## src/hdl/psrf_pkg.sv

```systemverilog
// Package: shared constants, codes and types of the packet source rate filter
`timescale 1ns / 1ps
package psrf_pkg;
    localparam int ALLOW_DEPTH_DEF = 16;
    localparam int BLOCK_DEPTH_DEF = 64;
    localparam int TRACK_DEPTH_DEF = 64;

    localparam int CFG_IDX_W = 2;
    localparam int COUNT_W   = 31;

    localparam logic [31:0] PACKET_LIMIT_RST = 32'd500;
    localparam logic [31:0] SYN_LIMIT_RST    = 32'd200;
    localparam logic [63:0] WINDOW_RST       = 64'd1000000000;

    localparam logic [15:0] ETH_IPV4    = 16'h0800;
    localparam logic [7:0]  PROTO_TCP   = 8'd6;
    localparam logic [15:0] ETH_HDR_MIN = 16'd14;
    localparam logic [15:0] IP_HDR_MIN  = 16'd34;
    localparam logic [3:0]  IHL_MIN     = 4'd5;
    localparam logic [16:0] TCP_FIXED   = 17'd34;
    localparam logic [COUNT_W-1:0] COUNT_MAX = '1;

    typedef enum logic [1:0] {
        OP_PACKET      = 2'd0,
        OP_WRITE_ALLOW = 2'd1,
        OP_WRITE_BLOCK = 2'd2,
        OP_UNUSED      = 2'd3
    } t_op;

    typedef enum logic [CFG_IDX_W-1:0] {
        CFG_PACKET_LIMIT = 2'd0,
        CFG_SYN_LIMIT    = 2'd1,
        CFG_WINDOW       = 2'd2,
        CFG_NONE         = 2'd3
    } t_cfg_idx;

    typedef enum logic [2:0] {
        RSN_OK        = 3'd0,
        RSN_ALLOW     = 3'd1,
        RSN_BLOCK     = 3'd2,
        RSN_RATE      = 3'd3,
        RSN_SYN       = 3'd4,
        RSN_MALFORMED = 3'd5,
        RSN_NOT_IPV4  = 3'd6,
        RSN_WRITE     = 3'd7
    } t_reason;

    typedef struct packed {
        logic        wr;
        logic [31:0] key;
        logic        mark;
    } t_list_cmd;

    typedef struct packed {
        logic               en;
        logic               wr_start;
        logic [31:0]        key;
        logic [COUNT_W-1:0] count;
        logic [63:0]        start;
    } t_trk_upd;
endpackage

```

## src/hdl/psrf_list_cell.sv

```systemverilog
// List cell: one allowlist or blocklist entry with key match and free chain
`timescale 1ns / 1ps
module psrf_list_cell (
    input  logic                 i_clk,
    input  logic                 i_rst_n,
    input  psrf_pkg::t_list_cmd  i_cmd,
    input  logic                 i_any_hit,
    input  logic                 i_free_in,
    output logic                 o_free_out,
    output logic                 o_hit,
    output logic                 o_active
);
    logic        r_valid;
    logic [31:0] r_key;
    logic        r_mark;
    logic        w_sel;

    assign o_hit      = r_valid && (r_key == i_cmd.key);
    assign o_active   = o_hit && r_mark;
    assign o_free_out = i_free_in || !r_valid;
    assign w_sel      = i_cmd.wr && (o_hit || (!i_any_hit && !r_valid && !i_free_in));

    always_ff @(posedge i_clk) begin
        if (!i_rst_n) begin
            r_valid <= 1'b0;
            r_mark  <= 1'b0;
        end else if (w_sel) begin
            r_valid <= 1'b1;
            r_mark  <= i_cmd.mark;
        end
    end

    always_ff @(posedge i_clk) begin
        if (w_sel) begin
            r_key <= i_cmd.key;
        end
    end
endmodule

```

## src/hdl/psrf_list.sv

```systemverilog
// List table: row of list cells with lowest-free insert
`timescale 1ns / 1ps
module psrf_list #(
    parameter int DEPTH = psrf_pkg::BLOCK_DEPTH_DEF
) (
    input  logic                i_clk,
    input  logic                i_rst_n,
    input  psrf_pkg::t_list_cmd i_cmd,
    output logic                o_active,
    output logic                o_full
);
    logic [DEPTH:0]   w_free;
    logic [DEPTH-1:0] w_hit;
    logic [DEPTH-1:0] w_active;
    logic             w_any_hit;

    assign w_free[0] = 1'b0;
    assign w_any_hit = |w_hit;
    assign o_active  = |w_active;
    assign o_full    = !w_any_hit && !w_free[DEPTH];

    for (genvar g = 0; g < DEPTH; g++) begin : g_cell
        psrf_list_cell u_cell (
            .i_clk      (i_clk),
            .i_rst_n    (i_rst_n),
            .i_cmd      (i_cmd),
            .i_any_hit  (w_any_hit),
            .i_free_in  (w_free[g]),
            .o_free_out (w_free[g+1]),
            .o_hit      (w_hit[g]),
            .o_active   (w_active[g])
        );
    end
endmodule

```

## config.mk

```make
export PLATFORM = sky130hd
export DESIGN_NAME = psrf_list
export DESIGN_NICKNAME = d
export VERILOG_FILES = /design/src/hdl/psrf_pkg.sv /design/src/hdl/psrf_list_cell.sv /design/src/hdl/psrf_list.sv
export SDC_FILE = /design/constraint.sdc
export NUM_CORES = 2
export LEC_CHECK = 0
export BUFFER_PORTS_ARGS = -buffer_cell sky130_fd_sc_hd__buf_2
export CAP_MARGIN = 20
export CORE_ASPECT_RATIO = 2
export CORE_UTILIZATION = 29
export DETAILED_ROUTE_END_ITERATION = 12
export PLACE_DENSITY = 0.43
export SETUP_SLACK_MARGIN = 0.1
export SLEW_MARGIN = 15
export SYNTH_ARGS = -nofsm -noshare
export SYNTH_HDL_FRONTEND = slang
export SYNTH_SLANG_ARGS = --single-unit
```

## constraint.sdc

```tcl
create_clock -name i_clk -period 9.2 [get_ports i_clk]
set_input_delay 2.76 -clock i_clk [delete_from_list [all_inputs] [get_ports i_clk]]
set_output_delay 2.76 -clock i_clk [all_outputs]
set_load 0.05 [all_outputs]
```

==> results_dict.tcl <==
set metrics [dict create \
    status "complete, no violations" \
    hold_ws_ns 0.463 \
    nNetsFinal 7533 \
    period_share_pct 98.3 \
    avgViaCountPerCell 5.12 \
    drtAntennaViolNets 0 \
    rsz0062_at_grt "false" \
    fin_setup_tns_ns 0 \
    worstSetupStartpointType "primary input" \
    synth_area_leader_cell "edfxtp_1" \
    die_x_um 414 \
    power_density_nw_per_um2 184 \
    reg2reg_setup_slack_ns 4.18 \
    drt_wl_total_um 383000 \
    numPortBuffers 37 \
    place_inst 11700 \
    cp.depth 15 \
    areaGrowthSynthToFinish_pct 17.3 \
    clockRootBuffer "clkbuf_16" \
    setup_viol 0 \
    synth_edf_count 2048 \
    cp_num_buf_inv 5 \
    cap_violations 0 \
    die_y_um 827 \
    grt_pass1_wl_um 527000 \
    yosys-top-cells-count "edfxtp_1 (2048), xor2_1 (1082), xnor2_1 (933)" \
    rows 302 \
    reg2reg_depth 11 \
    syn_area_per_cell_um2 14.3 \
    coreArea_um2 338000 \
    period_needed_ns 9.04 \
    netlist_area_um2 98600 \
    routedWlPerCell_um 31.7 \
    vdd_drop_max_mv 0.153 \
    dieArea_um2 343000 \
    worstHoldPathType "reg2reg" \
    synth_most_common_cell "edfxtp_1" \
    fin_ws_ns 0.158 \
    finalCoreUtilization_pct 34.2 \
    worstPathRequired_ns 6.44 \
    relSlewSlack_pct 16.6 \
    worst_path_most_repeated_cell "buf_12" \
    drt_iter0_drc 5008 \
    drive_above_1_share_pct 14.1 \
    yosysWarnings 0 \
    grt_pass1_vias 63700 \
    gp_congestion 0.906 \
    dp_slack_ns -0.202 \
    dr.pass1.iters 6 \
    final_max_slew_viol_count 0 \
    hold_viol_final 0 \
    yosysSeqAreaShare_pct 64.9 \
    worstHoldPathCells 2 \
    yosys-top-cells-area "edfxtp_1 (62%), xor2_1 (9.6%), xnor2_1 (8.3%), nor4_1 (3.6%), nand4_1 (2.9%)" \
    cts_tree "yes" \
    skew_ns 0.0463 \
    ys_ff_latch 2176 \
    yosysUniqueCellTypes 78 \
    synthesis.nets 6931 \
    cp_max_fo 26 \
    tightestPinTransition_ns 1.25 \
    critPathSlowestCell "or4_4" \
    criticalPathCategory "in2out" \
    crit_start "i_cmd[25]" \
    grt_overflow 0 \
    cts.sink_count 2176 \
    fill_cells 32800 \
    cp_cell_sequence "buf_8 > buf_12 > xor2_1 > nor4_1 > nand2_1 > nor4_1 > nor4bb_2 > buf_4 > nand2_1 > o21ai_0 > a221oi_1 > nand4_1 > or4_4 > buf_12 > buf_12" \
    top_level_ports 38 \
    clock_latency_ns 0.94 \
    fin_cells 12100 \
    end_kind "primary output" \
    start_util_pct 29.2 \
    cts_hold_buffers 0 \
    numCtsBuffers 205 \
    dp_hpwl_um 275000 \
    via_count 61800 \
    grt.total_usage_pct 21.9 \
    timing.rr.start "g_cell[0].u_cell.r_valid$_SDFFE_PN0P_" \
    clk_path_buf_depth 4 \
    drc_errors 0 \
    ctsHtreeMaxLevel 4 \
    cp.arrival_ns 6.28 \
    synthFlopType "edfxtp_1" \
    critPathMaxStageDelay_ns 0.67 \
    syn_inst 6895 \
    synthArstFlopShare_pct 0 \
    p_leak_nw 36.3 \
    antenna_found_initial 14 \
    grt_max_degree 66 \
    synth_top_area_share_pct 62.3 \
    clkTransAtPathRegs_ns 0.07 \
    rr_endpoint "g_cell[37].u_cell.r_key[7]$_DFFE_PP_" \
    cp_top_family "simple AND/OR/NAND/NOR gates" \
    critPathCapture "o_active" \
    fmax_mhz 111 \
]
[flip-flops by register name, summed over array words and instances (netlist names)]
name	count
g_cell.u_cell.r_mark	64
g_cell.u_cell.r_key	2048
g_cell.u_cell.r_valid	64
[where the power goes]
group / switching (mW) / leakage [nW] / internal [mW] / total (mW)
clock: 4.00 / 3.22 / 4.83 / 8.83
sequential: 0.00834 / 19.5 / 10.8 / 10.8
combinational: 1.14 / 13.6 / 0.527 / 1.67
total: 5.16 / 36.3 / 16.2 / 21.3
[per-layer routing]
layer	global-route usage, %	share of wire (%)	up-vias
met5	0	0	-
met4	13.1	6.7	0
met3	1.99	3.1	604
met2	42.0	54	1780
met1	23.1	36	32200
li1	-	-	27200
[cells in the final DEF (no fill, tap or decap), types with 55 or more instances in the layout]
cell type	instances
inv_1	81
nand2_1	238
nor2_1	86
buf_12	124
clkbuf_16	209
nor3_1	147
xor2_1	1082
nor4_1	552
dfxtp_1	128
xnor2_1	933
o21a_1	55
nand4b_1	69
nand3_1	143
edfxtp_1	2048
nand4_1	451
nand2b_1	58
buf_4	537
[cells by family after synthesis]
| group | share of synthesized area (%) |
|---|---|
| xor+xnor | 17.9 |
| flops | 64.9 |
| mux | 0.426 |
| compound gates | 2.15 |
| buf+inv | 2.60 |
| simple gates | 12.0 |
[how the worst min path moves through the flow]
stage | startpoint | endpoint | slack, ns
floorplan | g_cell[9].u_cell.r_mark$_SDFFE_PN0P_ | g_cell[9].u_cell.r_mark$_SDFFE_PN0P_ | 0.43
global placement | g_cell[1].u_cell.r_mark$_SDFFE_PN0P_ | g_cell[1].u_cell.r_mark$_SDFFE_PN0P_ | 0.44
detailed placement | g_cell[41].u_cell.r_mark$_SDFFE_PN0P_ | g_cell[41].u_cell.r_mark$_SDFFE_PN0P_ | 0.45
CTS | g_cell[30].u_cell.r_mark$_SDFFE_PN0P_ | g_cell[30].u_cell.r_mark$_SDFFE_PN0P_ | 0.46
global route | g_cell[1].u_cell.r_mark$_SDFFE_PN0P_ | g_cell[1].u_cell.r_mark$_SDFFE_PN0P_ | 0.48
finish | g_cell[36].u_cell.r_mark$_SDFFE_PN0P_ | g_cell[36].u_cell.r_mark$_SDFFE_PN0P_ | 0.46
[layout make-up]
class	instances	area [um2]	area share (%)
multi-input cells	4335	32300	27.9
diodes	5	12.5	0.0108
clock inverters	116	1160	0.999
well taps	4408	5520	4.77
clock buffers	246	5420	4.68
flip-flops and latches	2176	64100	55.4
repair buffers	694	6990	6.04
inverters	85	319	0.276
[through the flow]
step / cell area [um2] / power (mW)
4_1_cts: 116000 / 21.6
5_1_grt: 116000 / 21.9
3_3_place_gp: 109000 / 12.7
6_report: 116000 / 21.3
3_5_place_dp: 109000 / 12.7
2_1_floorplan: 98600 / 11.8
[worst min-delay path: stages, from the launching register on]
cell and delay (ns):
dfxtp_1 0.31, nand2_1 0.05, mux2i_1 0.05
[repair_timing]
item | CTS | global route
resized for setup | 9 | 3
pin swaps | 0 | 1
buffers inserted | 0 | 1
cloned | 0 | 0
setup endpoints to repair | 2 | 2
Power figures use the tool's default switching activity.
